===== src/rtl/i2cram_pkg.sv =====
`timescale 1ns / 1ps
// ----------------------------------------------------------------------------
// i2cram_pkg
// Shared types and codes for the I2C register access master.
// ----------------------------------------------------------------------------
package i2cram_pkg;

    typedef enum logic [1:0] {
        CMD_WRITE = 2'd0,
        CMD_READ  = 2'd1,
        CMD_DONE  = 2'd2,
        CMD_TICK  = 2'd3
    } t_cmd;

    typedef enum logic [2:0] {
        ACT_NONE    = 3'd0,
        ACT_START   = 3'd1,
        ACT_SEND    = 3'd2,
        ACT_RD_ACK  = 3'd3,
        ACT_RD_NACK = 3'd4,
        ACT_STOP    = 3'd5,
        ACT_RELEASE = 3'd6
    } t_action;

    typedef enum logic [2:0] {
        RES_BUSY       = 3'd0,
        RES_WRITE_OK   = 3'd1,
        RES_READ_OK    = 3'd2,
        RES_CONN_ERR   = 3'd3,
        RES_TIMEOUT    = 3'd4,
        RES_STATUS_ERR = 3'd5
    } t_res_code;

    // engine status codes (upper five bits of the status byte)
    localparam logic [4:0] ST_START_SENT   = 5'd1;
    localparam logic [4:0] ST_RESTART_SENT = 5'd2;
    localparam logic [4:0] ST_ADDR_W_ACK   = 5'd3;
    localparam logic [4:0] ST_ADDR_W_NACK  = 5'd4;
    localparam logic [4:0] ST_DATA_ACK     = 5'd5;
    localparam logic [4:0] ST_DATA_NACK    = 5'd6;
    localparam logic [4:0] ST_ADDR_R_ACK   = 5'd8;
    localparam logic [4:0] ST_ADDR_R_NACK  = 5'd9;
    localparam logic [4:0] ST_RX_ACK       = 5'd10;
    localparam logic [4:0] ST_RX_NACK      = 5'd11;

    localparam logic       RD_BIT          = 1'b1;
    localparam logic [7:0] TIMEOUT_RESET   = 8'd10;

    typedef struct packed {
        t_cmd       command;
        logic [6:0] device_address;
        logic [7:0] register_address;
        logic [7:0] write_data;
        logic [7:0] read_length;
        logic [4:0] bus_status_in;
        logic [7:0] received_byte;
    } t_req;

    typedef struct packed {
        t_action    bus_action;
        logic [7:0] send_byte;
        logic [7:0] read_data;
        logic       read_valid;
        logic       last_byte;
        logic       finished;
        t_res_code  result_code;
        logic [4:0] error_status;
    } t_result;

endpackage


===== src/rtl/i2cram_fsm.sv =====
`timescale 1ns / 1ps
// ----------------------------------------------------------------------------
// i2cram_fsm
// Transaction sequencer: takes one word per advance, updates the transaction
// state and produces the matching bus action and result.
// ----------------------------------------------------------------------------
module i2cram_fsm (
    input  logic                i_clk,
    input  logic                i_rst_n,
    input  logic                i_advance,
    input  i2cram_pkg::t_req    i_req,
    input  logic [7:0]          i_timeout_limit,
    output i2cram_pkg::t_result o_result
);
    import i2cram_pkg::*;

    typedef enum logic [3:0] {
        PH_IDLE      = 4'd0,
        PH_START     = 4'd1,
        PH_ADDR_W    = 4'd2,
        PH_REG       = 4'd3,
        PH_DATA      = 4'd4,
        PH_STOP      = 4'd5,
        PH_RESTART   = 4'd6,
        PH_ADDR_R    = 4'd7,
        PH_READ      = 4'd8,
        PH_NACK_STOP = 4'd9
    } t_phase;

    t_phase     r_phase,    n_phase;
    logic [7:0] r_wait,     n_wait;
    logic [6:0] r_device,   n_device;
    logic [7:0] r_register, n_register;
    logic [7:0] r_wr_byte,  n_wr_byte;
    logic [7:0] r_left,     n_left;
    logic       r_rd_mode,  n_rd_mode;
    logic [4:0] r_pend_err, n_pend_err;

    t_result    w_res;
    logic [4:0] w_st;
    logic [7:0] w_addr;
    logic [7:0] w_left_dec;

    function automatic t_action read_act(input logic [7:0] left);
        t_action act;
        if (left == 8'd0) begin
            act = ACT_STOP;
        end else if (left == 8'd1) begin
            act = ACT_RD_NACK;
        end else begin
            act = ACT_RD_ACK;
        end
        return act;
    endfunction

    assign w_st       = i_req.bus_status_in;
    assign w_addr     = {r_device, 1'b0};
    assign w_left_dec = r_left - 8'd1;

    always_comb begin
        n_phase    = r_phase;
        n_wait     = r_wait;
        n_device   = r_device;
        n_register = r_register;
        n_wr_byte  = r_wr_byte;
        n_left     = r_left;
        n_rd_mode  = r_rd_mode;
        n_pend_err = r_pend_err;
        w_res      = '0;

        case (i_req.command)
            CMD_WRITE, CMD_READ: begin
                if (r_phase == PH_IDLE) begin
                    n_device   = i_req.device_address;
                    n_register = i_req.register_address;
                    n_wr_byte  = i_req.write_data;
                    n_rd_mode  = (i_req.command == CMD_READ);
                    n_left     = (i_req.command == CMD_READ) ? i_req.read_length : 8'd0;
                    n_pend_err = '0;
                    w_res.bus_action = ACT_START;
                    n_phase    = PH_START;
                    n_wait     = '0;
                end
            end
            CMD_DONE: begin
                case (r_phase)
                    PH_START, PH_RESTART: begin
                        if (w_st inside {ST_START_SENT, ST_RESTART_SENT}) begin
                            w_res.bus_action = ACT_SEND;
                            if (r_phase == PH_START) begin
                                w_res.send_byte = w_addr;
                                n_phase = PH_ADDR_W;
                            end else begin
                                w_res.send_byte = w_addr | {7'd0, RD_BIT};
                                n_phase = PH_ADDR_R;
                            end
                            n_wait = '0;
                        end else begin
                            w_res.bus_action   = ACT_RELEASE;
                            w_res.finished     = 1'b1;
                            w_res.result_code  = RES_STATUS_ERR;
                            w_res.error_status = w_st;
                            n_phase = PH_IDLE;
                            n_wait  = '0;
                        end
                    end
                    PH_ADDR_W, PH_ADDR_R: begin
                        if (w_st inside {ST_ADDR_W_ACK, ST_ADDR_R_ACK}) begin
                            if (r_phase == PH_ADDR_W) begin
                                w_res.bus_action = ACT_SEND;
                                w_res.send_byte  = r_register;
                                n_phase = PH_REG;
                            end else begin
                                w_res.bus_action = read_act(r_left);
                                n_phase = (r_left == 8'd0) ? PH_STOP : PH_READ;
                            end
                            n_wait = '0;
                        end else if (w_st inside {ST_ADDR_W_NACK, ST_ADDR_R_NACK}) begin
                            n_pend_err = w_st;
                            w_res.bus_action = ACT_STOP;
                            n_phase = PH_NACK_STOP;
                            n_wait  = '0;
                        end else begin
                            w_res.bus_action   = ACT_RELEASE;
                            w_res.finished     = 1'b1;
                            w_res.result_code  = RES_STATUS_ERR;
                            w_res.error_status = w_st;
                            n_phase = PH_IDLE;
                            n_wait  = '0;
                        end
                    end
                    PH_REG, PH_DATA: begin
                        if (w_st == ST_DATA_ACK) begin
                            if (r_phase == PH_DATA) begin
                                w_res.bus_action = ACT_STOP;
                                n_phase = PH_STOP;
                            end else if (r_rd_mode) begin
                                w_res.bus_action = ACT_START;
                                n_phase = PH_RESTART;
                            end else begin
                                w_res.bus_action = ACT_SEND;
                                w_res.send_byte  = r_wr_byte;
                                n_phase = PH_DATA;
                            end
                            n_wait = '0;
                        end else if (w_st == ST_DATA_NACK) begin
                            n_pend_err = w_st;
                            w_res.bus_action = ACT_STOP;
                            n_phase = PH_NACK_STOP;
                            n_wait  = '0;
                        end else begin
                            w_res.bus_action   = ACT_RELEASE;
                            w_res.finished     = 1'b1;
                            w_res.result_code  = RES_STATUS_ERR;
                            w_res.error_status = w_st;
                            n_phase = PH_IDLE;
                            n_wait  = '0;
                        end
                    end
                    PH_READ: begin
                        if (w_st == ((r_left == 8'd1) ? ST_RX_NACK : ST_RX_ACK)) begin
                            w_res.read_data  = i_req.received_byte;
                            w_res.read_valid = 1'b1;
                            w_res.last_byte  = (r_left == 8'd1);
                            n_left = w_left_dec;
                            w_res.bus_action = read_act(w_left_dec);
                            n_phase = (w_left_dec == 8'd0) ? PH_STOP : PH_READ;
                            n_wait  = '0;
                        end else begin
                            w_res.bus_action   = ACT_RELEASE;
                            w_res.finished     = 1'b1;
                            w_res.result_code  = RES_STATUS_ERR;
                            w_res.error_status = w_st;
                            n_phase = PH_IDLE;
                            n_wait  = '0;
                        end
                    end
                    PH_STOP: begin
                        w_res.finished    = 1'b1;
                        w_res.result_code = r_rd_mode ? RES_READ_OK : RES_WRITE_OK;
                        n_phase = PH_IDLE;
                        n_wait  = '0;
                    end
                    PH_NACK_STOP: begin
                        w_res.finished     = 1'b1;
                        w_res.result_code  = RES_STATUS_ERR;
                        w_res.error_status = r_pend_err;
                        n_phase = PH_IDLE;
                        n_wait  = '0;
                    end
                    default: begin
                    end
                endcase
            end
            default: begin
                if (r_phase != PH_IDLE) begin
                    if (r_wait < i_timeout_limit) begin
                        n_wait = r_wait + 8'd1;
                    end else begin
                        w_res.finished = 1'b1;
                        if (r_phase == PH_START || r_phase == PH_RESTART) begin
                            w_res.result_code = RES_CONN_ERR;
                        end else if (r_phase == PH_NACK_STOP) begin
                            w_res.result_code  = RES_STATUS_ERR;
                            w_res.error_status = r_pend_err;
                        end else begin
                            w_res.result_code = RES_TIMEOUT;
                        end
                        n_phase = PH_IDLE;
                        n_wait  = '0;
                    end
                end
            end
        endcase
    end

    always_ff @(posedge i_clk) begin
        if (!i_rst_n) begin
            r_phase    <= PH_IDLE;
            r_wait     <= '0;
            r_device   <= '0;
            r_register <= '0;
            r_wr_byte  <= '0;
            r_left     <= '0;
            r_rd_mode  <= 1'b0;
            r_pend_err <= '0;
        end else if (i_advance) begin
            r_phase    <= n_phase;
            r_wait     <= n_wait;
            r_device   <= n_device;
            r_register <= n_register;
            r_wr_byte  <= n_wr_byte;
            r_left     <= n_left;
            r_rd_mode  <= n_rd_mode;
            r_pend_err <= n_pend_err;
        end
    end

    assign o_result = w_res;

endmodule


===== src/rtl/i2c_register_access_master_unit.sv =====
`timescale 1ns / 1ps
// ----------------------------------------------------------------------------
// i2c_register_access_master_unit
// I2C register read/write sequencer. Every request, engine event or wait tick
// yields exactly one result word carrying the next bus action and status.
// ----------------------------------------------------------------------------
// Throughput is one word per clock while the input side is not stalled. A
// word is captured in the input register and then handled by the sequencer,
// which loads the result register. The input side stalls only when both
// registers are full and the output side is stalling. The timeout limit is
// written through the configuration port and must only change while no
// transaction is in flight.
module i2c_register_access_master_unit (
    input  logic       i_clk,
    input  logic       i_rst_n,
    input  logic       i_cfg_wr_en,
    input  logic [7:0] i_cfg_wr_data,
    input  logic       i_valid,
    output logic       o_stall,
    input  logic [1:0] i_command,
    input  logic [6:0] i_device_address,
    input  logic [7:0] i_register_address,
    input  logic [7:0] i_write_data,
    input  logic [7:0] i_read_length,
    input  logic [4:0] i_bus_status_in,
    input  logic [7:0] i_received_byte,
    output logic       o_valid,
    input  logic       i_stall,
    output logic [2:0] o_bus_action,
    output logic [7:0] o_send_byte,
    output logic [7:0] o_read_data,
    output logic       o_read_valid,
    output logic       o_last_byte,
    output logic       o_finished,
    output logic [2:0] o_result_code,
    output logic [4:0] o_error_status
);
    import i2cram_pkg::*;

    logic       r_in_valid;
    t_req       r_in;
    t_req       n_in;
    logic       r_out_valid;
    t_result    r_out;
    t_result    w_result;
    logic [7:0] r_timeout_limit;
    logic       w_out_free;
    logic       w_advance;
    logic       w_in_accept;

    assign w_out_free  = !r_out_valid || !i_stall;
    assign w_advance   = r_in_valid && w_out_free;
    assign o_stall     = r_in_valid && !w_out_free;
    assign w_in_accept = i_valid && !o_stall;

    always_comb begin
        n_in.command          = t_cmd'(i_command);
        n_in.device_address   = i_device_address;
        n_in.register_address = i_register_address;
        n_in.write_data       = i_write_data;
        n_in.read_length      = i_read_length;
        n_in.bus_status_in    = i_bus_status_in;
        n_in.received_byte    = i_received_byte;
    end

    i2cram_fsm u_fsm (
        .i_clk           (i_clk),
        .i_rst_n         (i_rst_n),
        .i_advance       (w_advance),
        .i_req           (r_in),
        .i_timeout_limit (r_timeout_limit),
        .o_result        (w_result)
    );

    always_ff @(posedge i_clk) begin
        if (!i_rst_n) begin
            r_in_valid      <= 1'b0;
            r_out_valid     <= 1'b0;
            r_timeout_limit <= TIMEOUT_RESET;
        end else begin
            if (w_in_accept) begin
                r_in_valid <= 1'b1;
            end else if (w_advance) begin
                r_in_valid <= 1'b0;
            end
            if (w_out_free) begin
                r_out_valid <= w_advance;
            end
            if (i_cfg_wr_en) begin
                r_timeout_limit <= i_cfg_wr_data;
            end
        end
        if (w_in_accept) begin
            r_in <= n_in;
        end
        if (w_advance) begin
            r_out <= w_result;
        end
    end

    assign o_valid        = r_out_valid;
    assign o_bus_action   = r_out.bus_action;
    assign o_send_byte    = r_out.send_byte;
    assign o_read_data    = r_out.read_data;
    assign o_read_valid   = r_out.read_valid;
    assign o_last_byte    = r_out.last_byte;
    assign o_finished     = r_out.finished;
    assign o_result_code  = r_out.result_code;
    assign o_error_status = r_out.error_status;

    // a finished word never carries a start, send, read or stop
    a_finish_action : assert property (@(posedge i_clk) disable iff (!i_rst_n)
        (o_valid && o_finished) |->
            (o_bus_action == ACT_NONE || o_bus_action == ACT_RELEASE))
        else $error("finished word with active bus action");

    a_busy_code : assert property (@(posedge i_clk) disable iff (!i_rst_n)
        (o_valid && !o_finished) |-> (o_result_code == RES_BUSY))
        else $error("result code without finish");

    a_read_open : assert property (@(posedge i_clk) disable iff (!i_rst_n)
        (o_valid && o_read_valid) |->
            (!o_finished && (o_bus_action == ACT_RD_ACK ||
             o_bus_action == ACT_RD_NACK || o_bus_action == ACT_STOP)))
        else $error("read byte with wrong follow-up action");

    a_stall_cause : assert property (@(posedge i_clk) disable iff (!i_rst_n)
        o_stall |-> (o_valid && i_stall))
        else $error("input stalled while output free");

endmodule

===== config.mk =====
export PLATFORM = sky130hd
export DESIGN_NAME = i2c_register_access_master_unit
export DESIGN_NICKNAME = d
export VERILOG_FILES = /design/src/rtl/i2cram_pkg.sv /design/src/rtl/i2cram_fsm.sv /design/src/rtl/i2c_register_access_master_unit.sv
export SDC_FILE = /design/constraint.sdc
export NUM_CORES = 1
export LEC_CHECK = 0
export ABC_CLOCK_PERIOD_IN_PS = 4550
export BUFFER_PORTS_ARGS = -buffer_cell sky130_fd_sc_hd__buf_2
export CORE_MARGIN = 2
export CORE_UTILIZATION = 57
export CTS_CLUSTER_DIAMETER = 150
export CTS_CLUSTER_SIZE = 28
export DETAILED_ROUTE_END_ITERATION = 8
export HOLD_SLACK_MARGIN = 0.08
export PLACE_DENSITY = 0.88
export SKIP_CTS_REPAIR_TIMING = 1
export SLEW_MARGIN = 0
export SYNTH_ARGS = -nofsm -noshare
export SYNTH_HDL_FRONTEND = slang
export SYNTH_HIERARCHICAL = 1
export SYNTH_SLANG_ARGS = --single-unit

===== constraint.sdc =====
create_clock -name i_clk -period 4.55 [get_ports i_clk]
set_input_delay 0.2275 -clock i_clk [delete_from_list [all_inputs] [get_ports i_clk]]
set_output_delay 0.2275 -clock i_clk [all_outputs]
set_load 0.01 [all_outputs]

==> impl_metrics.toml <==
[status]
status = "finished, final reports clean"

[logic_synthesis]
synth_edf_count = 76
synth_nets = 654
syn_avg_cell_area_um2 = 10.7
synth_seq_cells = 135
synth_area_mm2 = 0.00621
ys_seq_area_share_pct = 55.7
synth_cell_types = 76
syn_inst = 582
synth_flop_cell = "edfxtp_1"
async_flop_share_pct = 0
yosysWarnings = 6

[floorplanning]
ios = 91
start_util_pct = 57.8
dieWidth_um = 108
row_count = 38
core_mm2 = 0.0107
dieArea_mm2 = 0.0118
die_y_um = 108

[cells_and_area]
area.growth.synth_to_final_pct = 26.1
layout.nets = 795
fillCellCount = 727
multi_input_area_mm2 = 0.00255
antennaDiodeCount = 0
regArea_mm2 = 0.00346
drive_gt1_share_pct = 20.7

[clock_network]
cts.reportedPaths.clkPinSlew_ns = 0.07
numCtsBuffers = 17
clockBufferDepth = 2
htree_levels = 4
root_buffer = "clkbuf_8"
cts.sinks = 135
cts_tree = "yes"
clock_latency_ns = 0.53

[global_route]
grt_pass1_vias = 4727
grt_overflow = 0
track_usage_pct = 25.4
antenna_found_initial = 0
grt_max_degree = 47
grt_pass1_wl_mm = 22.9

[worst_setup_path]
worst_ep_required_time_ns = 4.93
startpoint_type = "flip-flop"
worstSetupPathType = "flip-flop to flip-flop"
critical_path_peak_fanout = 19
crit_path_end_kind = "flip-flop"
arrival_ns = 3.27

[sta]
relSlewSlack_pct = 41.6
rsz0062_at_grt = "false"
fin_crit_sh_pct = 63.5
tns_ns = 0
skew_ns = 0.0107
hold_viol = 0
worst_pin_slew_ns = 0.869
max_freq_mhz = 346
setup_viol = 0
whs_ns = 0.106
timing.final.crit_period_ns = 2.89
drv_slew = 0

[route]
antenna_left = 0
vias_per_cell = 6.00
wl_per_cell_um = 18.0
vias = 5259
drc = 0
dr.first_iter.drc_count = 422
drtPass1Iterations = 6
routed_wl_mm = 15.7

[placed_design]
port_buffers = 90
dp_hpwl_mm = 9.56
gp_congestion = 0.979

[power]
powerDensity_mw_per_mm2 = 368
leakage_nw = 2.99
ir_drop_uv = 282

[run]
drv_cap = 0

[min_path]
hp-class = "input pin to flip-flop"
[power breakdown]
group	switching [W]	total (W)	internal (W)
sequential	0.0000329	0.00137	0.00134
clock	0.000550	0.00126	0.000713
combinational	0.000140	0.000252	0.000112
total	0.000723	0.00289	0.00216
[routing by layer]
metal  vias to the layer above  part of all wire [%]  GRT usage (%)
met4                         0                   2.5           9.52
met5                         -                     0              0
met3                        40                   7.3           6.87
li1                       2448                     -              -
met2                       271                    52           42.7
met1                      2500                    39           31.4
[worst max-delay path: stages, from the launching register on]
cell and delay, ns:
dfxtp_1 0.72, nor4b_4 0.57, nor2_2 0.22, nor4_2 0.76
a222oi_1 0.30, nor2_1 0.17
[cells by family after synthesis]
kind of cell / after synthesis / share of synthesized area (%)
xor+xnor: 6 / 0.846
simple gates: 229 / 19.6
fa+ha+maj: 13 / 2.62
flops: 135 / 55.7
mux: 12 / 1.95
compound gates: 142 / 15.6
buf+inv: 45 / 3.60
[synth_stat cells, types with 4 or more instances]
cell type  count  area [um^2]
mux2i_1       11          110
nand3b_1       5         37.5
nor3_1        11         55.1
and3_1         8         50.1
a31oi_1        5         31.3
dfxtp_1       59         1180
a21oi_2        4         35.0
ha_1          13          163
a222oi_1       7         70.1
xor2_1         4         35.0
nand2_1       82          308
and2_1        10         62.6
nand3_1       16         80.1
inv_1         17         63.8
nor2_1        37          139
nor4_1         4         25.0
edfxtp_1      76         2280
nand2b_1       6         37.5
nor2b_1       13         81.3
a21oi_1       42          210
o21ai_0       24          120
o31ai_1        6         45.0
a32o_1         6         60.1
o21a_1         4         30.0
buf_2          6         30.0
clkbuf_1      15         56.3
o211ai_1       4         30.0
nor3b_1        4         30.0
a21o_1         4         30.0
nand4_1        5         31.3
[cells in the final DEF, fill, tap and decap left out, drive strengths merged, types with 7 or more instances in the layout]
master	n
nor2b	13
dfxtp	59
nor3	12
dlygate4sd3	56
a222oi	7
mux2i	11
nor2	38
o21ai	28
and2	10
edfxtp	76
and3	9
clkbuf	19
ha	13
buf	94
nand2	84
a21oi	46
nand3	16
inv	24
[cell type report]
cell class                 count  area share, %
timing repair buffer         150           13.3
inverter                      17          0.814
clock inverter                13           1.37
sequential                   135           44.2
tap                          140           2.23
clock buffer                  19           5.63
multi-input combinational    402           32.5
[per-stage QoR]
stage / area (um^2) / total power, W / worst slack [ns] / std cells / utilization, %
5_1_grt: 7840 / 0.00299 / 1.55 / 876 / 73.0
2_1_floorplan: 6210 / 0.00153 / 0.531 / 582 / -
6_report: 7840 / 0.00289 / 1.66 / 876 / 73.0
3_5_place_dp: 6730 / 0.00160 / 1.88 / 788 / 62.6
4_1_cts: 7280 / 0.00284 / 1.82 / 820 / 67.7
3_3_place_gp: 6730 / 0.00159 / 1.94 / 788 / 62.6
[state kept, by name (all words and copies together), names as in the netlist, 3 cells and up]
name              flops
r_in                 46
r_timeout_limit       8
o_result_code         3
o_send_byte           8
o_read_data           8
u_fsm/r_pend_err      5
u_fsm/r_register      8
o_error_status        5
u_fsm/r_wait          8
u_fsm/r_device        7
u_fsm/r_phase         4
o_bus_action          3
u_fsm/r_wr_byte       8
u_fsm/r_left          8
[path summary, 6_finish.rpt]
path / start / to / slack, ns / cells after the start
worst max register to register: u_fsm/r_phase[2] / o_send_byte[1] / 1.66 / 5
worst min register to register: u_fsm/r_device[2] / u_fsm/r_device[2] / 0.46 / 2
worst max-delay path: u_fsm/r_phase[2] / o_send_byte[1] / 1.66 / 5
worst min-delay path: i_cfg_wr_en / r_timeout_limit[3] / 0.11 / 3
No activity file was read; power rests on OpenSTA's default activity.
